**src/hw/rtl/dlbfs_pkg.sv**
```systemverilog
// Shared types, constants and helpers for the depth-limited BFS reach counter.
// Used by the controller, the datapath and the top level; depends on nothing.
package dlbfs_pkg;

    localparam int NODE_W     = 11;
    localparam int DEPTH_W    = 6;
    localparam int WORD_W     = 32;
    localparam int BIT_W      = 5;
    localparam int CFG_IDX_W  = 2;
    localparam int CFG_DATA_W = 11;

    localparam int MAX_NODES_DEF = 1024;

    localparam logic [NODE_W-1:0]  NODE_COUNT_RST  = 11'd1024;
    localparam logic [DEPTH_W-1:0] DEPTH_LIMIT_RST = 6'd6;

    localparam logic [CFG_IDX_W-1:0] CFG_NODE_COUNT  = 2'd0;
    localparam logic [CFG_IDX_W-1:0] CFG_DEPTH_LIMIT = 2'd1;

    typedef enum logic {
        OP_EDGE  = 1'b0,
        OP_QUERY = 1'b1
    } op_t;

    typedef struct packed {
        op_t               op;
        logic [NODE_W-1:0] edge_node_a;
        logic [NODE_W-1:0] edge_node_b;
        logic [NODE_W-1:0] start_node;
    } in_item_t;

    typedef struct packed {
        logic [NODE_W-1:0] query_node;
        logic [NODE_W-1:0] reached_count;
    } out_item_t;

    typedef enum logic [3:0] {
        ST_CLR_ADJ,
        ST_IDLE,
        ST_EDGE_B,
        ST_Q_START,
        ST_DEQ,
        ST_DEQ_WAIT,
        ST_ROW_RD,
        ST_ROW_LOAD,
        ST_ROW_SCAN,
        ST_ROW_END,
        ST_CLR_VIS,
        ST_FINISH
    } state_t;

    typedef struct packed {
        logic accept;
        logic clr_step;
        logic edge_a;
        logic edge_b;
        logic q_start;
        logic load_cur;
        logic load_cand;
        logic enqueue;
        logic next_chunk;
        logic row_end;
        logic clr_vis_step;
        logic load_out;
    } cmd_t;

    typedef struct packed {
        logic clr_done;
        logic op_query;
        logic edge_ok;
        logic query_ok;
        logic cand_empty;
        logic chunk_last;
        logic chunk_all;
        logic level_break;
        logic queue_empty;
        logic out_free;
    } status_t;

    function automatic logic [BIT_W-1:0] lowest_set(input logic [WORD_W-1:0] v);
        logic [BIT_W-1:0] idx;
        idx = '0;
        for (int i = WORD_W - 1; i >= 0; i--) begin
            if (v[i]) begin
                idx = BIT_W'(i);
            end
        end
        return idx;
    endfunction

endpackage

```
**src/hw/rtl/dlbfs_ctrl.sv**
```systemverilog
// Sequencer for the BFS reach counter: reset sweep, edge writes, search loop.
// Drives datapath commands from its status; depends on dlbfs_pkg.
module dlbfs_ctrl (
    input  logic               aclk,
    input  logic               aresetn,
    input  logic               s_valid,
    output logic               s_ready,
    input  dlbfs_pkg::status_t status,
    output dlbfs_pkg::cmd_t    cmd
);
    import dlbfs_pkg::*;

    state_t state_reg;
    state_t state_next;

    always_ff @(posedge aclk) begin
        if (!aresetn) begin
            state_reg <= ST_CLR_ADJ;
        end else begin
            state_reg <= state_next;
        end
    end

    always_comb begin
        state_next = state_reg;
        cmd        = '0;
        s_ready    = 1'b0;
        case (state_reg)
            ST_CLR_ADJ: begin
                cmd.clr_step = 1'b1;
                if (status.clr_done) begin
                    state_next = ST_IDLE;
                end
            end
            ST_IDLE: begin
                s_ready = 1'b1;
                if (s_valid) begin
                    cmd.accept = 1'b1;
                    if (status.op_query) begin
                        if (status.query_ok) begin
                            state_next = ST_Q_START;
                        end
                    end else if (status.edge_ok) begin
                        cmd.edge_a = 1'b1;
                        state_next = ST_EDGE_B;
                    end
                end
            end
            ST_EDGE_B: begin
                cmd.edge_b = 1'b1;
                state_next = ST_IDLE;
            end
            ST_Q_START: begin
                cmd.q_start = 1'b1;
                state_next  = ST_DEQ;
            end
            ST_DEQ: begin
                state_next = ST_DEQ_WAIT;
            end
            ST_DEQ_WAIT: begin
                cmd.load_cur = 1'b1;
                state_next   = ST_ROW_RD;
            end
            ST_ROW_RD: begin
                state_next = ST_ROW_LOAD;
            end
            ST_ROW_LOAD: begin
                cmd.load_cand = 1'b1;
                state_next    = ST_ROW_SCAN;
            end
            ST_ROW_SCAN: begin
                if (!status.cand_empty) begin
                    cmd.enqueue = 1'b1;
                end else if (status.chunk_last) begin
                    state_next = ST_ROW_END;
                end else begin
                    cmd.next_chunk = 1'b1;
                    state_next     = ST_ROW_RD;
                end
            end
            ST_ROW_END: begin
                cmd.row_end = 1'b1;
                if (status.level_break || status.queue_empty) begin
                    state_next = ST_CLR_VIS;
                end else begin
                    state_next = ST_DEQ;
                end
            end
            ST_CLR_VIS: begin
                cmd.clr_vis_step = 1'b1;
                if (status.chunk_all) begin
                    state_next = ST_FINISH;
                end
            end
            ST_FINISH: begin
                if (status.out_free) begin
                    cmd.load_out = 1'b1;
                    state_next   = ST_IDLE;
                end
            end
            default: begin
                state_next = ST_CLR_ADJ;
            end
        endcase
    end

endmodule

```
**config.mk**
```make
export PLATFORM = sky130hd
export DESIGN_NAME = dlbfs_ctrl
export DESIGN_NICKNAME = d
export VERILOG_FILES = /design/src/hw/rtl/dlbfs_pkg.sv /design/src/hw/rtl/dlbfs_ctrl.sv
export SDC_FILE = /design/constraint.sdc
export NUM_CORES = 1
export LEC_CHECK = 0
export BUFFER_PORTS_ARGS = -buffer_cell sky130_fd_sc_hd__buf_4
export CORE_AREA = 2 2 39 41
export DETAILED_ROUTE_END_ITERATION = 8
export DIE_AREA = 0 0 41 43
export HOLD_SLACK_MARGIN = 0.06
export PLACE_DENSITY = 0.71
export REMOVE_ABC_BUFFERS = 1
export SLEW_MARGIN = 20
export SYNTH_ARGS = -nofsm -noshare
export SYNTH_HDL_FRONTEND = slang
export SYNTH_SLANG_ARGS = --single-unit
export TNS_END_PERCENT = 5
```
**constraint.sdc**
```tcl
create_clock -name aclk -period 1.8 [get_ports aclk]
set_input_delay 0.09 -clock aclk [delete_from_list [all_inputs] [get_ports aclk]]
set_output_delay 0.09 -clock aclk [all_outputs]
set_load 0.02 [all_outputs]
```
==> results_dict.tcl, run 1 <==
set metrics [dict create \
    worst-setup-path-type "flop to primary output" \
    syn_inst 66 \
    cts_buffer_depth 2 \
    final_max_slew_viol_count 0 \
    clock_latency_ns 0.25 \
    worst_hold_slack_ns 0.143 \
    fmax_ghz 0.597 \
    die_area_um2 1760 \
    syn_area_um2 477 \
    grt_max_degree 13 \
    clkSinkCount 4 \
    syn2layout_area_growth_pct 48.8 \
    drt-initial-drc-count 5 \
    r2r_end "state_reg[2]" \
    skew_ns 0.00385 \
    antenna_cells 0 \
    r2r_setup_slack_ns 0.30 \
    yosys.area.top_type "dfxtp_1" \
    final_nets 108 \
    rsz0062_at_grt "false" \
    setup_viol 0 \
    synth_cell_type_count 32 \
    multiInputGateArea_um2 354 \
    drive_gt1_share_pct 39.8 \
    avgViaCountPerCell 5.41 \
    ant_nets 0 \
    ioPinCount 26 \
    final_cell_mix "buf_4 (29), nand2b_1 (6), nand2_1 (6)" \
    critPathLaunchType "flop" \
    cts.clk_slew.worst_paths_ns 0.04 \
    tns_ns 0 \
    status "finished clean" \
    power_mw 0.862 \
    worstPathCellList "nand2b_1 > nor3_2 > and2_1 > and3b_1 > buf_4" \
    slowest_delay_ns 0.47 \
    arrival_ns 1.59 \
    place_hpwl_um 1090 \
    hold_start "aresetn" \
    port_buffers 25 \
    synth.top_cell.area_share_pct 16.8 \
    start_util_pct 34.4 \
    placed_cell_area_um2 687 \
    power.density_nw_per_um2 1210 \
    routedWlPerCell_um 13.2 \
    drv_cap 0 \
    synth_seq_cells 4 \
    ys_seq_area_share_pct 16.8 \
    grt_use_total_pct 16.8 \
    fin_crit_ns 1.68 \
    stdcell_area_um2 709 \
    row_count 14 \
    routed_wl_um 1440 \
    ys_warn_count 0 \
    crit_path_end_kind "primary output" \
    cp.required_ns 1.71 \
    hold_buffers 0 \
    post-route-drc-count 0 \
    post-cts-setup-buffers 0 \
    core_um2 1380 \
    cts_tree "yes" \
    fin_crit_sh_pct 93.1 \
    worstHoldPathType "input port to flop" \
    peakVddDrop_mv 0.850 \
    regArea_um2 80.1 \
    fp.dieW_um 41 \
    p_leak_nw 0.327 \
    worstHoldPathCells 2 \
    grt-ovfl-total 0 \
    timing.rr.start "state_reg[1]" \
    cts_root_buf "clkbuf_4" \
    reg2reg_depth 4 \
    dr_total_vias 590 \
    slew_headroom_pct 66.0 \
    grt_pass1_wl_um 2010 \
    die_h_um 43 \
    hold_path_end "state_reg[2]" \
    critPathSlowestCell "dfxtp_1" \
    hold_viol_final 0 \
    crit_path_max_fanout 9 \
    largest_register_ffs 4 \
    ys_top_cells_by_area "dfxtp_1 (17%), nand2b_1 (7.9%), mux2i_1 (6.3%), nor3_1 (5.2%), nand2_1 (4.7%)" \
    worst_pin_slew_ns 0.498 \
    post_cts_resized 0 \
    cts_buffers 3 \
    antenna_found_initial 0 \
    mostFrequentLayoutCell "buf_4" \
    avgSynthCellArea_um2 7.22 \
    htreeDepth 1 \
    first_global_vias 514 \
    first_pass_iters 4 \
    num-fill-cells 140 \
    place_congestion 0.910 \
]
[cell type report]
cell class | count | area share, %
clock buffer | 3 | 3.17
inverter | 4 | 2.12
multi-input combinational | 53 | 49.9
sequential | 4 | 11.3
tap | 16 | 2.82
timing repair buffer | 29 | 30.7
[synthesized netlist by cell type, drive strengths merged]
cell / count
buf: 2
nand4b: 1
and3: 1
and3b: 1
nand2: 6
xnor2: 1
o31ai: 1
or4: 1
mux2: 1
mux2i: 3
nor3: 6
o32ai: 1
a2111oi: 1
o221ai: 1
nor2b: 2
clkbuf: 3
nor2: 3
nand2b: 6
or3b: 1
o21ai: 4
a21oi: 4
inv: 4
o21bai: 1
o2111a: 1
nor4: 3
and2: 1
o211ai: 1
a211oi: 1
dfxtp: 4
[worst max-delay path: cells and delay by family (launching register included)]
family	cells	cell delay, ns
buffers and inverters	1	0.13
and+or+nand+nor	4	0.75
DFF	1	0.47
[where the power goes]
part | leakage (nW) | internal, mW | switching, mW | total, mW
Sequential | 0.0327 | 0.116 | 0.0479 | 0.164
Clock | 0.0138 | 0.0753 | 0.0477 | 0.123
Combinational | 0.280 | 0.257 | 0.317 | 0.574
Total | 0.327 | 0.449 | 0.413 | 0.862
[worst max path at each step]
stage                  from      endpoint  slack (ns)  cells after the start
3_5_place_dp   state_reg[1]  state_reg[2]        0.30                      4
3_3_place_gp   state_reg[1]  state_reg[2]        0.36                      4
6_report       state_reg[0]        cmd[9]        0.12                      5
4_1_cts        state_reg[0]        cmd[9]        0.13                      5
5_1_grt        state_reg[0]        cmd[9]        0.01                      5
2_1_floorplan  state_reg[0]        cmd[9]        0.03                      4
[through the flow]
stage	cells	setup WS, ns	utilization, %
2_1_floorplan	61	0.0315	-
3_3_place_gp	106	0.364	49.6
3_5_place_dp	106	0.305	49.6
4_1_cts	109	0.133	51.3
5_1_grt	109	0.0117	51.3
6_report	109	0.125	51.3
[kinds of logic (layout without fill, tap and decap cells)]
| kind of cell | after synthesis | after routing | synth area share, % |
|---|---|---|---|
| flops | 4 | 4 | 16.8 |
| simple gates | 32 | 32 | 39.4 |
| compound gates | 16 | 16 | 24.4 |
| mux | 4 | 4 | 8.66 |
| xor+xnor | 1 | 1 | 1.84 |
| buf+inv | 9 | 36 | 8.92 |
[routing by layer]
metal	track usage (%)	routed length, um
met5	0	0
met4	10.7	42
met3	1.57	92
met2	28.4	706
met1	18.4	599
Note: power is estimated with default switching activity, not from simulation.
==> run 2, diff against run 1 <==
--- a/config.mk
+++ b/config.mk
@@ -5,13 +5,12 @@
 export SDC_FILE = /design/constraint.sdc
 export NUM_CORES = 1
 export LEC_CHECK = 0
-export BUFFER_PORTS_ARGS = -buffer_cell sky130_fd_sc_hd__buf_4
 export CORE_AREA = 2 2 39 41
 export DETAILED_ROUTE_END_ITERATION = 8
 export DIE_AREA = 0 0 41 43
+export DONT_BUFFER_PORTS = 1
 export HOLD_SLACK_MARGIN = 0.06
-export PLACE_DENSITY = 0.71
-export REMOVE_ABC_BUFFERS = 1
+export PLACE_DENSITY = 0.54
 export SLEW_MARGIN = 20
 export SYNTH_ARGS = -nofsm -noshare
 export SYNTH_HDL_FRONTEND = slang
==> run 2 against run 1 <==
Effect of this change: clock power down 7%; sequential cell count unchanged; routed wire length down 11%; first-iteration DRC count up 140%; final cell count down 13%; die area unchanged; sequential share of layout area up 1.9 points; critical path depth down 1.
==> results_dict.tcl, run 2 (synthesis results as in run 1) <==
set metrics [dict create \
    cts_root_buf "clkbuf_4" \
    drv_cap 0 \
    swShare_pct 48.0 \
    arrival_ns 1.49 \
    crit_path_end_kind "primary output" \
    first_pass_iters 4 \
    fmax_ghz 0.634 \
    internal_power_mw 0.426 \
    start_util_pct 34.4 \
    slew_headroom_pct 67.6 \
    cts_buffers 3 \
    critPathLaunchType "flop" \
    place_congestion 0.771 \
    placed_cell_area_um2 574 \
    place_hpwl_um 959 \
    num-fill-cells 149 \
    htreeDepth 1 \
    p_sw_mw 0.393 \
    avgViaCountPerCell 5.76 \
    cts.clk_slew.worst_paths_ns 0.04 \
    first_global_vias 459 \
    routedWlPerCell_um 13.5 \
    grt-ovfl-total 0 \
    grt_use_total_pct 16.4 \
    comb_power_share_pct 66.3 \
    port_buffers 0 \
    routed_wl_um 1280 \
    peakVddDrop_mv 0.489 \
    drive_gt1_share_pct 27.8 \
    post-route-drc-count 0 \
    r2r_setup_slack_ns 0.24 \
    crit_path_max_fanout 13 \
    ioPinCount 26 \
    row_count 14 \
    fp.dieW_um 41 \
    fin_crit_sh_pct 87.6 \
    die_area_um2 1760 \
    drt-initial-drc-count 12 \
    core_um2 1380 \
    worst_pin_slew_ns 0.474 \
    worstHoldPathType "input port to flop" \
    final_max_slew_viol_count 0 \
    hold_viol_final 0 \
    dr_total_vias 547 \
    power.density_nw_per_um2 1350 \
    clkSinkCount 4 \
    grt_max_degree 14 \
    stdcell_area_um2 607 \
    cp.required_ns 1.71 \
    cts_tree "yes" \
    tns_ns 0 \
    clock_power_share_pct 14.0 \
    p_leak_nw 0.257 \
    largest_register_ffs 4 \
    antenna_found_initial 0 \
    clock_latency_ns 0.24 \
    status "finished clean" \
    synth_nets 79 \
    final_cell_mix "buf_4 (14), nand2b_1 (6), nand2_1 (6)" \
    fin_crit_ns 1.58 \
    grt_pass1_wl_um 1960 \
    final_nets 94 \
    ant_nets 0 \
    setup_viol 0 \
    antenna_cells 0 \
    syn2layout_area_growth_pct 27.3 \
    mostFrequentLayoutCell "buf_4" \
    rsz0062_at_grt "false" \
    post-route-util_pct 43.9 \
    die_h_um 43 \
    worst-setup-path-type "flop to primary output" \
    seqPwrFrac_pct 19.7 \
    cts_buffer_depth 2 \
    skew_ns 0.00122 \
]
==> run 2: cell types whose count changed in the layout (fill, tap and decap cells not counted) <==
cell           change
buf_4             -15
dlygate4sd3_1      +1
==> run 2: worst paths after layout <==
| check | from | endpoint | cells after the start |
|---|---|---|---|
| min | aresetn | state_reg[1] | 2 |
| min reg2reg | state_reg[0] | state_reg[0] | 3 |
| max reg2reg | state_reg[3] | state_reg[2] | 4 |
| max | state_reg[1] | cmd[4] | 4 |
==> run 2: final cells by class <==
class	count	area (um^2)	share of cell area (%)
Multi-Input combinational cell	53	354	58.4
Inverter	4	15.0	2.47
Sequential cell	4	80.1	13.2
Tap cell	16	20.0	3.30
Clock buffer	3	22.5	3.71
Timing Repair Buffer	15	115	19.0
==> run 2: critical path, stage by stage (launching register included) <==
cell,delay [ns]
dfxtp_1,0.36
buf_4,0.20
nand2b_1,0.19
nor4_1,0.28
buf_4,0.21
==> run 2: metal layers <==
metal  global-route usage, %  share of wire (%)  vias to the layer above
met5                       0                  0                        -
met4                    8.00                1.8                        0
met3                    5.76                9.4                        3
met2                    22.5                 46                       28
met1                    22.1                 42                      247
li1                        -                  -                      269
==> run 2: timing repair <==
item,4_1_cts,5_1_grt
gates resized for setup,0,0
hold endpoints to repair,4,0
buffers inserted,0,0
hold buffers,1,0
==> run 2: metrics by stage <==
stage	setup WS, ns	hold slack, ns	power (mW)	std cells
after floorplan	0.110	0.236	0.557	66
after global placement	0.294	0.239	0.701	91
after detailed placement	0.245	0.241	0.699	91
after CTS	0.238	0.0754	0.821	95
after global routing	0.0948	0.0841	0.886	95
final	0.224	0.0580	0.818	95
==> run 2: power by group through the flow <==
| stage | clock (mW) | sequential, mW | combinational [mW] |
|---|---|---|---|
| finish | 0.115 | 0.161 | 0.543 |
| global route | 0.120 | 0.167 | 0.598 |
| global placement | 0 | 0.160 | 0.541 |
| floorplan | 0 | 0.140 | 0.417 |
| CTS | 0.116 | 0.159 | 0.546 |
| detailed placement | 0 | 0.161 | 0.538 |
==> run 3, diff against run 2 <==
==> constraint.sdc (replaced) <==
create_clock -name aclk -period 2 [get_ports aclk]
set_input_delay 0.1 -clock aclk [delete_from_list [all_inputs] [get_ports aclk]]
set_output_delay 0.1 -clock aclk [all_outputs]
set_load 0.02 [all_outputs]
==> run 3 against run 2 <==
Effect of this change: non-clock buffer count is 1 lower; final cell count is 1.1% lower; worst setup slack gained 0.0080 ns; sequential power grew 9%; clock power down 10%; critical endpoint is now state_reg[2]; highest routed layer is now met3; routed wire length up 0.16%; clock-buffer cell count unchanged; sequential cell count is the same; die area is the same; global-route usage grew 0.52 points; via count decreased by 4.9%.
==> results_dict.tcl, run 3 (synthesis results as in run 1) <==
set metrics [dict create \
    p_leak_nw 0.250 \
    drt-initial-drc-count 9 \
    ioPinCount 26 \
    skew_ns 0.00588 \
    first_global_vias 492 \
    setup_viol 0 \
    worst_pin_slew_ns 0.537 \
    die_h_um 43 \
    hold_viol_final 0 \
    grt-ovfl-total 0 \
    grt_max_degree 15 \
    cts_buffers 3 \
    cts_root_buf "clkbuf_4" \
    hold_buffers 2 \
    final_cell_mix "buf_4 (12), nand2b_1 (6), nand2_1 (6)" \
    clkSinkCount 4 \
    clock_latency_ns 0.24 \
    fin_crit_ns 1.77 \
    final_max_slew_viol_count 0 \
    rsz0062_at_grt "false" \
    tns_ns 0 \
    routed_wl_um 1280 \
    mostFrequentLayoutCell "buf_4" \
    drive_gt1_share_pct 25.6 \
    start_util_pct 34.4 \
    grt_use_total_pct 17.0 \
    hold_start "aresetn" \
    place_congestion 0.764 \
    status "finished clean" \
    die_area_um2 1760 \
    cts_tree "yes" \
    placed_cell_area_um2 559 \
    final_nets 93 \
    cts.clk_slew.worst_paths_ns 0.04 \
    htreeDepth 1 \
    crit_start "state_reg[3]" \
    post-cts-setup-buffers 0 \
    arrival_ns 1.90 \
    crit_path_end_kind "flop" \
    syn2layout_area_growth_pct 26.2 \
    post-route-drc-count 0 \
    multiInputGateArea_um2 354 \
    row_count 14 \
    cts_buffer_depth 2 \
    worstHoldPathType "input port to flop" \
    antenna_cells 0 \
    power.density_nw_per_um2 1210 \
    critPathLaunchType "flop" \
    place_hpwl_um 947 \
    drv_cap 0 \
    grt_pass1_wl_um 2060 \
    routedWlPerCell_um 13.6 \
    worst-setup-path-type "flop to flop" \
    stdcell_area_um2 602 \
    regArea_um2 80.1 \
    antenna_found_initial 0 \
    peakVddDrop_mv 0.459 \
    synth_nets 79 \
    post_cts_resized 0 \
    slew_headroom_pct 63.3 \
    fmax_ghz 0.566 \
    fin_ws_ns 0.232 \
    first_pass_iters 3 \
    cp.required_ns 2.13 \
    fin_crit_sh_pct 88.4 \
    port_buffers 0 \
    ant_nets 0 \
    crit_path_max_fanout 14 \
    core_um2 1380 \
    timing.rr.start "state_reg[3]" \
    dr_total_vias 520 \
    fp.dieW_um 41 \
    largest_register_ffs 4 \
    num-fill-cells 162 \
    dp_worst_setup_slack_ns 0.246 \
    avgViaCountPerCell 5.53 \
]
[run 3: final cells by class]
type	instances	share of cell area, %
Clock buffer	3	3.74
Multi-Input combinational cell	53	58.8
Timing Repair Buffer	14	18.3
Tap cell	16	3.33
Sequential cell	4	13.3
Inverter	4	2.49
[run 3: final timing paths]
kind                                endpoint  slack (ns)  cells past startpoint
worst min-delay path            state_reg[0]        0.07                      2
worst min register to register  state_reg[1]        0.65                      2
worst max register to register  state_reg[2]        0.23                      4
worst max-delay path            state_reg[2]        0.23                      4
[run 3: stage by stage]
stage	instances	hold slack [ns]	util [%]	total power, mW
final	94	0.0739	43.5	0.726
after global placement	89	0.250	40.4	0.623
after floorplan	66	0.246	-	0.501
after global routing	94	0.112	43.5	0.791
after CTS	94	0.0672	43.5	0.730
after detailed placement	89	0.257	40.4	0.620
[run 3: critical path: stages, from the launching register on]
cell       delay [ns]
dfxtp_1          0.58
nand2b_1         0.18
a2111oi_0        0.52
a211oi_2         0.16
and3_1           0.21
[run 3: metal layers]
| layer | global-route usage (%) | wire (um) |
|---|---|---|
| met1 | 22.8 | 567 |
| met5 | 0 | 0 |
| met2 | 23.4 | 618 |
| met4 | 8.67 | 0 |
| met3 | 5.24 | 94 |
[run 3: power breakdown]
group	total [mW]	internal, mW	switching (mW)
sequential	0.175	0.105	0.0697
combinational	0.448	0.203	0.245
clock	0.103	0.0673	0.0361
total	0.726	0.376	0.350
